$ cat src/sv/xbf_pkg.sv
// ----------------------------------------------------------------------------
// xbf_pkg
// shared types, constants and the crc step function of the block framer
// ----------------------------------------------------------------------------
package xbf_pkg;

	localparam int LONG_BLOCK_BYTES_DEF = 1024;
	localparam int SHORT_BLOCK_BYTES    = 128;
	localparam int QUEUE_DEPTH_DEF      = 2;

	localparam logic [7:0]  HDR_SHORT = 8'h01;
	localparam logic [7:0]  HDR_LONG  = 8'h02;
	localparam logic [15:0] CRC_POLY  = 16'h1021;

	// configuration register indexes
	localparam int CFG_IDX_W = 2;
	localparam logic [CFG_IDX_W-1:0] CFG_LONG_BLOCKS = 2'd0;
	localparam logic [CFG_IDX_W-1:0] CFG_CRC_MODE    = 2'd1;
	localparam logic [CFG_IDX_W-1:0] CFG_SEVEN_BIT   = 2'd2;

	typedef struct packed {
		logic long_blocks;
		logic crc_mode;
		logic seven_bit;
	} cfg_t;

	// one classified input word, handed from front to back
	typedef struct packed {
		logic        first;
		logic        last;
		logic        hdr_long;
		logic        crc_mode;
		logic        seven_bit;
		logic [7:0]  blk;
		logic [7:0]  data;
		logic [15:0] chk;
	} job_t;

	// line byte slots of one job, in emission order
	typedef enum logic [2:0] {
		SLOT_HDR,
		SLOT_BLK,
		SLOT_INV,
		SLOT_DATA,
		SLOT_CHK_HI,
		SLOT_CHK_LO
	} slot_t;

	function automatic logic [15:0] crc_feed(input logic [15:0] crc_in, input logic [7:0] b);
		logic [15:0] c;
		c = crc_in ^ {b, 8'h00};
		for (int i = 0; i < 8; i++) begin
			if (c[15]) begin
				c = {c[14:0], 1'b0} ^ CRC_POLY;
			end else begin
				c = {c[14:0], 1'b0};
			end
		end
		return c;
	endfunction

endpackage

$ cat src/sv/xbf_front.sv
// ----------------------------------------------------------------------------
// xbf_front
// accepts payload words, tracks block position and running crc / sum
// ----------------------------------------------------------------------------
module xbf_front #(
	parameter int LONG_BLOCK_BYTES = xbf_pkg::LONG_BLOCK_BYTES_DEF
) (
	input  logic           clk,
	input  logic           arst_n,
	input  logic           push,
	input  logic [7:0]     data_byte,
	input  logic [7:0]     block_number,
	input  xbf_pkg::cfg_t  cfg,
	input  logic           q_full,
	output logic           q_push,
	output xbf_pkg::job_t  q_job
);

	localparam int PosW = $clog2(LONG_BLOCK_BYTES);
	localparam int LenW = PosW + 1;
	localparam logic [LenW-1:0] LongLen  = LenW'(LONG_BLOCK_BYTES);
	localparam logic [LenW-1:0] ShortLen = LenW'(xbf_pkg::SHORT_BLOCK_BYTES);

	logic [PosW-1:0] pos_q;
	logic [15:0]     crc_q;
	logic [7:0]      sum_q;

	logic            acc;
	logic            first;
	logic            last;
	logic [LenW-1:0] pos_next;
	logic [LenW-1:0] len;
	logic [15:0]     crc_new;
	logic [7:0]      sum_new;

	assign acc      = push && !q_full;
	assign first    = (pos_q == '0);
	assign pos_next = {1'b0, pos_q} + LenW'(1);
	assign len      = cfg.long_blocks ? LongLen : ShortLen;
	// a length change mid-block closes the block at once
	assign last     = (pos_next >= len);
	assign crc_new  = xbf_pkg::crc_feed(first ? 16'h0000 : crc_q, data_byte);
	assign sum_new  = (first ? 8'h00 : sum_q) + data_byte;

	always_comb begin
		q_push          = acc;
		q_job.first     = first;
		q_job.last      = last;
		q_job.hdr_long  = cfg.long_blocks;
		q_job.crc_mode  = cfg.crc_mode;
		q_job.seven_bit = cfg.seven_bit;
		q_job.blk       = block_number;
		q_job.data      = data_byte;
		q_job.chk       = cfg.crc_mode ? crc_new : {8'h00, sum_new};
	end

	always_ff @(posedge clk or negedge arst_n) begin
		if (!arst_n) begin
			pos_q <= '0;
			crc_q <= '0;
			sum_q <= '0;
		end else if (acc) begin
			if (last) begin
				pos_q <= '0;
				crc_q <= '0;
				sum_q <= '0;
			end else begin
				pos_q <= pos_next[PosW-1:0];
				crc_q <= crc_new;
				sum_q <= sum_new;
			end
		end
	end

	a_pos_wraps: assert property (@(posedge clk) disable iff (!arst_n)
		(acc && last) |=> (pos_q == '0))
		else $error("block position not cleared after last word");

endmodule

$ cat src/sv/xbf_fifo.sv
// ----------------------------------------------------------------------------
// xbf_fifo
// short register queue of jobs between front and back
// ----------------------------------------------------------------------------
module xbf_fifo #(
	parameter int DEPTH = xbf_pkg::QUEUE_DEPTH_DEF
) (
	input  logic           clk,
	input  logic           arst_n,
	input  logic           wr,
	input  xbf_pkg::job_t  wr_job,
	input  logic           rd,
	output xbf_pkg::job_t  rd_job,
	output logic           q_full,
	output logic           q_empty
);

	localparam int PtrW = (DEPTH > 1) ? $clog2(DEPTH) : 1;
	localparam int CntW = $clog2(DEPTH + 1);
	localparam logic [PtrW-1:0] LastPtr = PtrW'(DEPTH - 1);
	localparam logic [CntW-1:0] DepthCnt = CntW'(DEPTH);

	xbf_pkg::job_t   mem_q [DEPTH];
	logic [PtrW-1:0] wr_ptr_q;
	logic [PtrW-1:0] rd_ptr_q;
	logic [CntW-1:0] count_q;

	logic do_wr;
	logic do_rd;

	assign q_full  = (count_q == DepthCnt);
	assign q_empty = (count_q == '0);
	assign do_wr   = wr && !q_full;
	assign do_rd   = rd && !q_empty;
	assign rd_job  = mem_q[rd_ptr_q];

	always_ff @(posedge clk) begin
		if (do_wr) begin
			mem_q[wr_ptr_q] <= wr_job;
		end
	end

	always_ff @(posedge clk or negedge arst_n) begin
		if (!arst_n) begin
			wr_ptr_q <= '0;
			rd_ptr_q <= '0;
			count_q  <= '0;
		end else begin
			if (do_wr) begin
				wr_ptr_q <= (wr_ptr_q == LastPtr) ? '0 : wr_ptr_q + PtrW'(1);
			end
			if (do_rd) begin
				rd_ptr_q <= (rd_ptr_q == LastPtr) ? '0 : rd_ptr_q + PtrW'(1);
			end
			case ({do_wr, do_rd})
				2'b10:   count_q <= count_q + CntW'(1);
				2'b01:   count_q <= count_q - CntW'(1);
				default: count_q <= count_q;
			endcase
		end
	end

	a_count_bound: assert property (@(posedge clk) disable iff (!arst_n)
		count_q <= DepthCnt)
		else $error("queue count beyond depth");

endmodule

$ cat src/sv/xbf_back.sv
// ----------------------------------------------------------------------------
// xbf_back
// walks the line byte slots of each job into the output register
// ----------------------------------------------------------------------------
module xbf_back (
	input  logic           clk,
	input  logic           arst_n,
	input  xbf_pkg::job_t  head,
	input  logic           q_empty,
	output logic           q_pop,
	input  logic           pop,
	output logic           empty,
	output logic [7:0]     line_byte,
	output logic           frame_end
);

	logic           out_valid_q;
	logic [7:0]     line_byte_q;
	logic           frame_end_q;
	logic           active_q;
	xbf_pkg::slot_t slot_q;

	logic           active_d;
	xbf_pkg::slot_t slot_d;
	xbf_pkg::slot_t cur_slot;
	xbf_pkg::slot_t end_slot;
	logic           load;
	logic           at_end;
	logic [7:0]     raw_byte;
	logic [7:0]     out_byte;

	assign empty     = !out_valid_q;
	assign line_byte = line_byte_q;
	assign frame_end = frame_end_q;

	// output register takes a new word when free or being drained
	assign load = !q_empty && (!out_valid_q || pop);

	always_comb begin
		if (active_q) begin
			cur_slot = slot_q;
		end else if (head.first) begin
			cur_slot = xbf_pkg::SLOT_HDR;
		end else begin
			cur_slot = xbf_pkg::SLOT_DATA;
		end
		if (!head.last) begin
			end_slot = xbf_pkg::SLOT_DATA;
		end else if (head.crc_mode) begin
			end_slot = xbf_pkg::SLOT_CHK_LO;
		end else begin
			end_slot = xbf_pkg::SLOT_CHK_HI;
		end
		at_end = (cur_slot == end_slot);

		case (cur_slot)
			xbf_pkg::SLOT_HDR:    raw_byte = head.hdr_long ? xbf_pkg::HDR_LONG : xbf_pkg::HDR_SHORT;
			xbf_pkg::SLOT_BLK:    raw_byte = head.blk;
			xbf_pkg::SLOT_INV:    raw_byte = ~head.blk;
			xbf_pkg::SLOT_DATA:   raw_byte = head.data;
			// checksum mode keeps the sum in the low byte
			xbf_pkg::SLOT_CHK_HI: raw_byte = head.crc_mode ? head.chk[15:8] : head.chk[7:0];
			xbf_pkg::SLOT_CHK_LO: raw_byte = head.chk[7:0];
			default:              raw_byte = head.data;
		endcase
		out_byte = head.seven_bit ? {1'b0, raw_byte[6:0]} : raw_byte;

		q_pop    = load && at_end;
		active_d = active_q;
		slot_d   = slot_q;
		if (load) begin
			if (at_end) begin
				active_d = 1'b0;
			end else begin
				active_d = 1'b1;
				slot_d   = xbf_pkg::slot_t'(cur_slot + 3'd1);
			end
		end
	end

	always_ff @(posedge clk or negedge arst_n) begin
		if (!arst_n) begin
			active_q    <= 1'b0;
			slot_q      <= xbf_pkg::SLOT_HDR;
			out_valid_q <= 1'b0;
		end else begin
			active_q <= active_d;
			slot_q   <= slot_d;
			if (load) begin
				out_valid_q <= 1'b1;
			end else if (pop) begin
				out_valid_q <= 1'b0;
			end
		end
	end

	always_ff @(posedge clk) begin
		if (load) begin
			line_byte_q <= out_byte;
			frame_end_q <= at_end && head.last;
		end
	end

	a_active_has_job: assert property (@(posedge clk) disable iff (!arst_n)
		active_q |-> !q_empty)
		else $error("slot walk running with no job queued");

	a_last_job_ends_frame: assert property (@(posedge clk) disable iff (!arst_n)
		(q_pop && head.last) |=> (frame_end_q && out_valid_q))
		else $error("last job retired without frame end word");

endmodule

$ cat src/sv/xmodem_block_framer_core.sv
// ----------------------------------------------------------------------------
// xmodem_block_framer_core
// frames payload bytes into xmodem / ymodem line bytes with crc or checksum
// ----------------------------------------------------------------------------
// usage:
//   input queue: drive data_byte and block_number with push; a word is taken
//   on a clock edge with push high and full low, one per cycle at most.
//   output queue: line_byte / frame_end are the oldest result while empty is
//   low; it is taken on a clock edge with pop high.
//   config: cfg_we writes bit 0 of cfg_data into register cfg_index
//   (0 long_blocks, 1 crc_mode, 2 seven_bit); other indexes are ignored.
// timing:
//   a taken word passes the job queue, then the output register. the back
//   end slot walk emits one line byte per cycle unless a low pop holds it;
//   a middle-of-block word gives one byte, the first word of a block four,
//   and the last word two (checksum) or three (crc).
// reset:
//   clears position, crc, sum and config and empties both queues.
// stall:
//   with pop low the output word holds, the job queue (two entries by
//   default) fills and full rises; nothing is dropped.
// ----------------------------------------------------------------------------
module xmodem_block_framer_core #(
	parameter int LONG_BLOCK_BYTES = xbf_pkg::LONG_BLOCK_BYTES_DEF,
	parameter int QUEUE_DEPTH      = xbf_pkg::QUEUE_DEPTH_DEF
) (
	input  logic                          clk,
	input  logic                          arst_n,
	input  logic                          push,
	output logic                          full,
	input  logic [7:0]                    data_byte,
	input  logic [7:0]                    block_number,
	output logic                          empty,
	input  logic                          pop,
	output logic [7:0]                    line_byte,
	output logic                          frame_end,
	input  logic                          cfg_we,
	input  logic [xbf_pkg::CFG_IDX_W-1:0] cfg_index,
	input  logic                          cfg_data
);

	xbf_pkg::cfg_t cfg_q;
	xbf_pkg::job_t push_job;
	xbf_pkg::job_t head_job;
	logic          q_push;
	logic          q_pop;
	logic          q_empty;

	always_ff @(posedge clk or negedge arst_n) begin
		if (!arst_n) begin
			cfg_q <= '0;
		end else if (cfg_we) begin
			case (cfg_index)
				xbf_pkg::CFG_LONG_BLOCKS: cfg_q.long_blocks <= cfg_data;
				xbf_pkg::CFG_CRC_MODE:    cfg_q.crc_mode    <= cfg_data;
				xbf_pkg::CFG_SEVEN_BIT:   cfg_q.seven_bit   <= cfg_data;
				default:                  cfg_q             <= cfg_q;
			endcase
		end
	end

	xbf_front #(
		.LONG_BLOCK_BYTES(LONG_BLOCK_BYTES)
	) u_front (
		.clk          (clk),
		.arst_n       (arst_n),
		.push         (push),
		.data_byte    (data_byte),
		.block_number (block_number),
		.cfg          (cfg_q),
		.q_full       (full),
		.q_push       (q_push),
		.q_job        (push_job)
	);

	xbf_fifo #(
		.DEPTH(QUEUE_DEPTH)
	) u_fifo (
		.clk     (clk),
		.arst_n  (arst_n),
		.wr      (q_push),
		.wr_job  (push_job),
		.rd      (q_pop),
		.rd_job  (head_job),
		.q_full  (full),
		.q_empty (q_empty)
	);

	xbf_back u_back (
		.clk       (clk),
		.arst_n    (arst_n),
		.head      (head_job),
		.q_empty   (q_empty),
		.q_pop     (q_pop),
		.pop       (pop),
		.empty     (empty),
		.line_byte (line_byte),
		.frame_end (frame_end)
	);

endmodule
$ cat config.mk
export PLATFORM = sky130hd
export DESIGN_NAME = xmodem_block_framer_core
export DESIGN_NICKNAME = d
export VERILOG_FILES = /design/src/sv/xbf_pkg.sv /design/src/sv/xbf_front.sv /design/src/sv/xbf_fifo.sv /design/src/sv/xbf_back.sv /design/src/sv/xmodem_block_framer_core.sv
export SDC_FILE = /design/constraint.sdc
export NUM_CORES = 1
export LEC_CHECK = 0
export BUFFER_PORTS_ARGS = -buffer_cell sky130_fd_sc_hd__buf_2
export CORE_AREA = 2 2 128 130
export DETAILED_ROUTE_END_ITERATION = 10
export DIE_AREA = 0 0 130 132
export PLACE_DENSITY = 0.6
export REMOVE_ABC_BUFFERS = 1
export SYNTH_ARGS = -nofsm -noshare
export SYNTH_HDL_FRONTEND = slang
export SYNTH_HIERARCHICAL = 1
export SYNTH_SLANG_ARGS = --single-unit
export TNS_END_PERCENT = 20
$ cat constraint.sdc
create_clock -name clk -period 6.5 [get_ports clk]
set_clock_uncertainty 0.2 [all_clocks]
set_input_delay 1.95 -clock clk [delete_from_list [all_inputs] [get_ports clk]]
set_output_delay 1.95 -clock clk [all_outputs]
set_load 0.05 [all_outputs]
==> summary.txt <==
area delta synth->final -> 10.65%
Post-synth EDFFs -> 83
I/O Buffers -> 34
hold path depth -> 2
Final Instance Area -> 7709 µm²
Starting Density -> 44.34%
final wirelength -> 14170 µm
post-synth top area cell -> edfxtp_1
leakage power -> 0.003055 µW
TritonCTS Buffers -> 17
CP peak stage delay -> 0.56 ns
die area -> 17160 µm²
Synth Area per Inst -> 12.44 µm²
Setup CP Type -> register to register
Via density -> 5.345
Cell variety after synth -> 77
Post-CTS Resized -> 0
final core occ -> 49.06%
Bufs and invs on worst path -> 0
CP top delay family -> simple AND/OR/NAND/NOR gates
Seq cells post-synth -> 129
Worst path slowest cell -> nor4_4
vias in the first global route -> 4234
Slew @ Worst Pin -> 1.091 ns
Crit Path Max Fanout -> 15
htree depth -> 4
Max transition margin -> 27.10%
Hold Fails Final Rpt -> 0
Placed Cells incl. Taps -> 766
Routed WL per cell -> 17.78 µm
Critical Path AT -> 3.98 ns
Post-Synthesis Cells -> 560
synth top area cells -> edfxtp_1, dfrtp_1, mux2_4
largest net degree at the start of global routing -> 56
chip height -> 132 µm
fraction of the yosys area taken by sequential cells -> 52.30%
Hold WS -> 0.2703 ns
fmax -> 245.7 MHz
commonest non-fill, non-tap cell in the layout -> edfxtp_1
Via Count -> 4260
Syn Std Cell Area -> 6967 µm²
# setup viols final -> 0
max-slew violation count -> 0
area post-placement -> 7134 µm²
most frequent CP cell -> a21oi_1
DRC -> 0
P per Cell Area -> 539.9 nW/µm²
GPL Wtd Cong -> 0.8146
first-pass GRT wire length -> 22940 µm
IO Pins -> 35
Die X-Extent -> 130 µm
# clock sinks -> 129
R2R depth -> 10
critical path launch point type -> register
Total Routing Usage GR -> 17.52%
fin nets -> 606
outcome -> complete, no violations
MaxCap Viol Count -> 0
1st-pass router iterations -> 4
RSZ-0062 raised after global routing -> false
dpl hpwl -> 9601 µm
initial antenna violation count -> 0
Setup crit end kind -> register
setup TNS -> 0 ns
initial DRC count -> 267
Clock Tree Buf Depth -> 2
share of the clock period used by the worst path -> 62.62%
fraction of registers with async set/reset -> 35.66%
CTS clk-pin slew, worst paths -> 0.06 ns
worst-skew pair later-pin latency -> 0.41 ns
Final ANT Viol Nets -> 0
Hold Path Class -> register to register
Core Region -> 15710 µm²
R2R Setup Slk -> 2.43 ns
clock root buffer -> clkbuf_16
cells along the critical path -> nor4_4 -> nand3_1 -> and2_1 -> ha_1 -> fa_1 -> a21oi_1 -> o211ai_1 -> a21oi_1 -> xor2_1 -> mux2i_1
peak supply drop -> 0.0002993 V
Post-CTS Repair Setup Buffers -> 0
row count -> 46
ANT cells -> 0
Final Non-Filler Cells -> 797
WP data required -> 6.41 ns
Top FF cell, synth -> edfxtp_1
share of cells above drive strength 1 -> 23.75%
most frequent cells in the layout -> edfxtp_1, nand2_1, dfrtp_1
WP depth -> 10
Synth Warn # -> 6
GRT overflow -> 0
Synth top area share -> 35.78%
TritonCTS clock tree -> built
min cycle time layout -> 4.070 ns
Post-CTS Hold Fix Bufs -> 0
==> tightest hold or removal path: cells and delay by family, from the launching register on <==
| family | cells | cell delay (ns) |
|---|---|---|
| AO/OA/AOI/OAI | 1 | 0.05 |
| flip-flops | 1 | 0.33 |
| AND/OR/NAND/NOR | 1 | 0.06 |
==> through the flow <==
stage                     total power, µW  setup WS, ns
after global routing                 4433         2.143
after detailed placement             3240         2.020
final                                4162         2.430
after floorplan                      2798        0.8815
after global placement               3203         2.068
after CTS                            4191         2.438
==> power breakdown <==
group          total, µW  internal (µW)  switching (µW)
sequential          1460           1250             206
combinational       1770            725            1050
clock                929            592             337
total               4160           2570            1590
==> metal layers <==
| layer | track usage (%) | vias up | share of wire [%] |
|---|---|---|---|
| met2 | 27.20 | 83 | 49 |
| met5 | 0 | - | 0 |
| met4 | 5.137 | 0 | 0.99 |
| met3 | 4.627 | 10 | 3.4 |
| li1 | - | 2048 | - |
| met1 | 24.19 | 2119 | 47 |
==> logic make-up (layout without fill, tap and decap cells) <==
group | count (synthesis) | after routing | share of synthesized area [%]
XOR/XNOR | 49 | 49 | 6.573
buffers and inverters | 64 | 85 | 5.370
multiplexers | 57 | 57 | 10.02
flip-flops | 129 | 129 | 52.30
AO/OA/AOI/OAI | 96 | 96 | 11.05
AND/OR/NAND/NOR | 152 | 152 | 12.25
adder cells (fa/ha/maj) | 13 | 13 | 2.442
==> state kept, by name, summed over array words and instances, names as in the netlist <==
signal / flops
u_fifo/rd_ptr_q: 1
u_back/frame_end: 1
cfg_q: 3
u_back/out_valid_q: 1
u_fifo/wr_ptr_q: 1
u_back/slot_q: 3
u_back/active_q: 1
u_fifo/mem_q: 74
u_fifo/count_q: 2
u_front/crc_q: 16
u_front/sum_q: 8
u_back/line_byte: 8
u_front/pos_q: 10
==> layout make-up <==
type,count,area [µm²]
fillers,1382,8004
flip-flops and latches,129,3645
well taps,216,270.3
clock inverters,13,145.1
clock buffers,18,429.2
inverters,16,60.06
repair buffers,38,200.2
multi-input cells,367,2959
==> cells in the mapped netlist, types with 6 or more instances <==
cell type / instances
a21o_1: 6
inv_1: 13
xnor2_1: 24
edfxtp_1: 83
nand2b_1: 7
mux2_4: 20
and2_1: 15
clkbuf_1: 11
nor2b_1: 7
o31ai_1: 10
o31ai_2: 9
dfrtp_1: 46
a21oi_1: 10
buf_4: 22
nand2_1: 58
ha_1: 12
xor2_1: 22
mux2i_1: 15
nand3_1: 7
nor2_1: 16
mux2_2: 19
o21ai_1: 10
a31oi_1: 8
buf_6: 6
==> worst paths after layout <==
check,start,to
max reg2reg,u_front/pos_q[2],u_fifo/mem_q[0][6]
min in group asynchronous,arst_n,u_front/pos_q[9]
min,u_front/sum_q[3],u_front/sum_q[3]
max in group asynchronous,arst_n,u_fifo/rd_ptr_q
min reg2reg,u_front/sum_q[3],u_front/sum_q[3]
max,u_front/pos_q[2],u_fifo/mem_q[0][6]
Power figures use the tool's default switching activity.
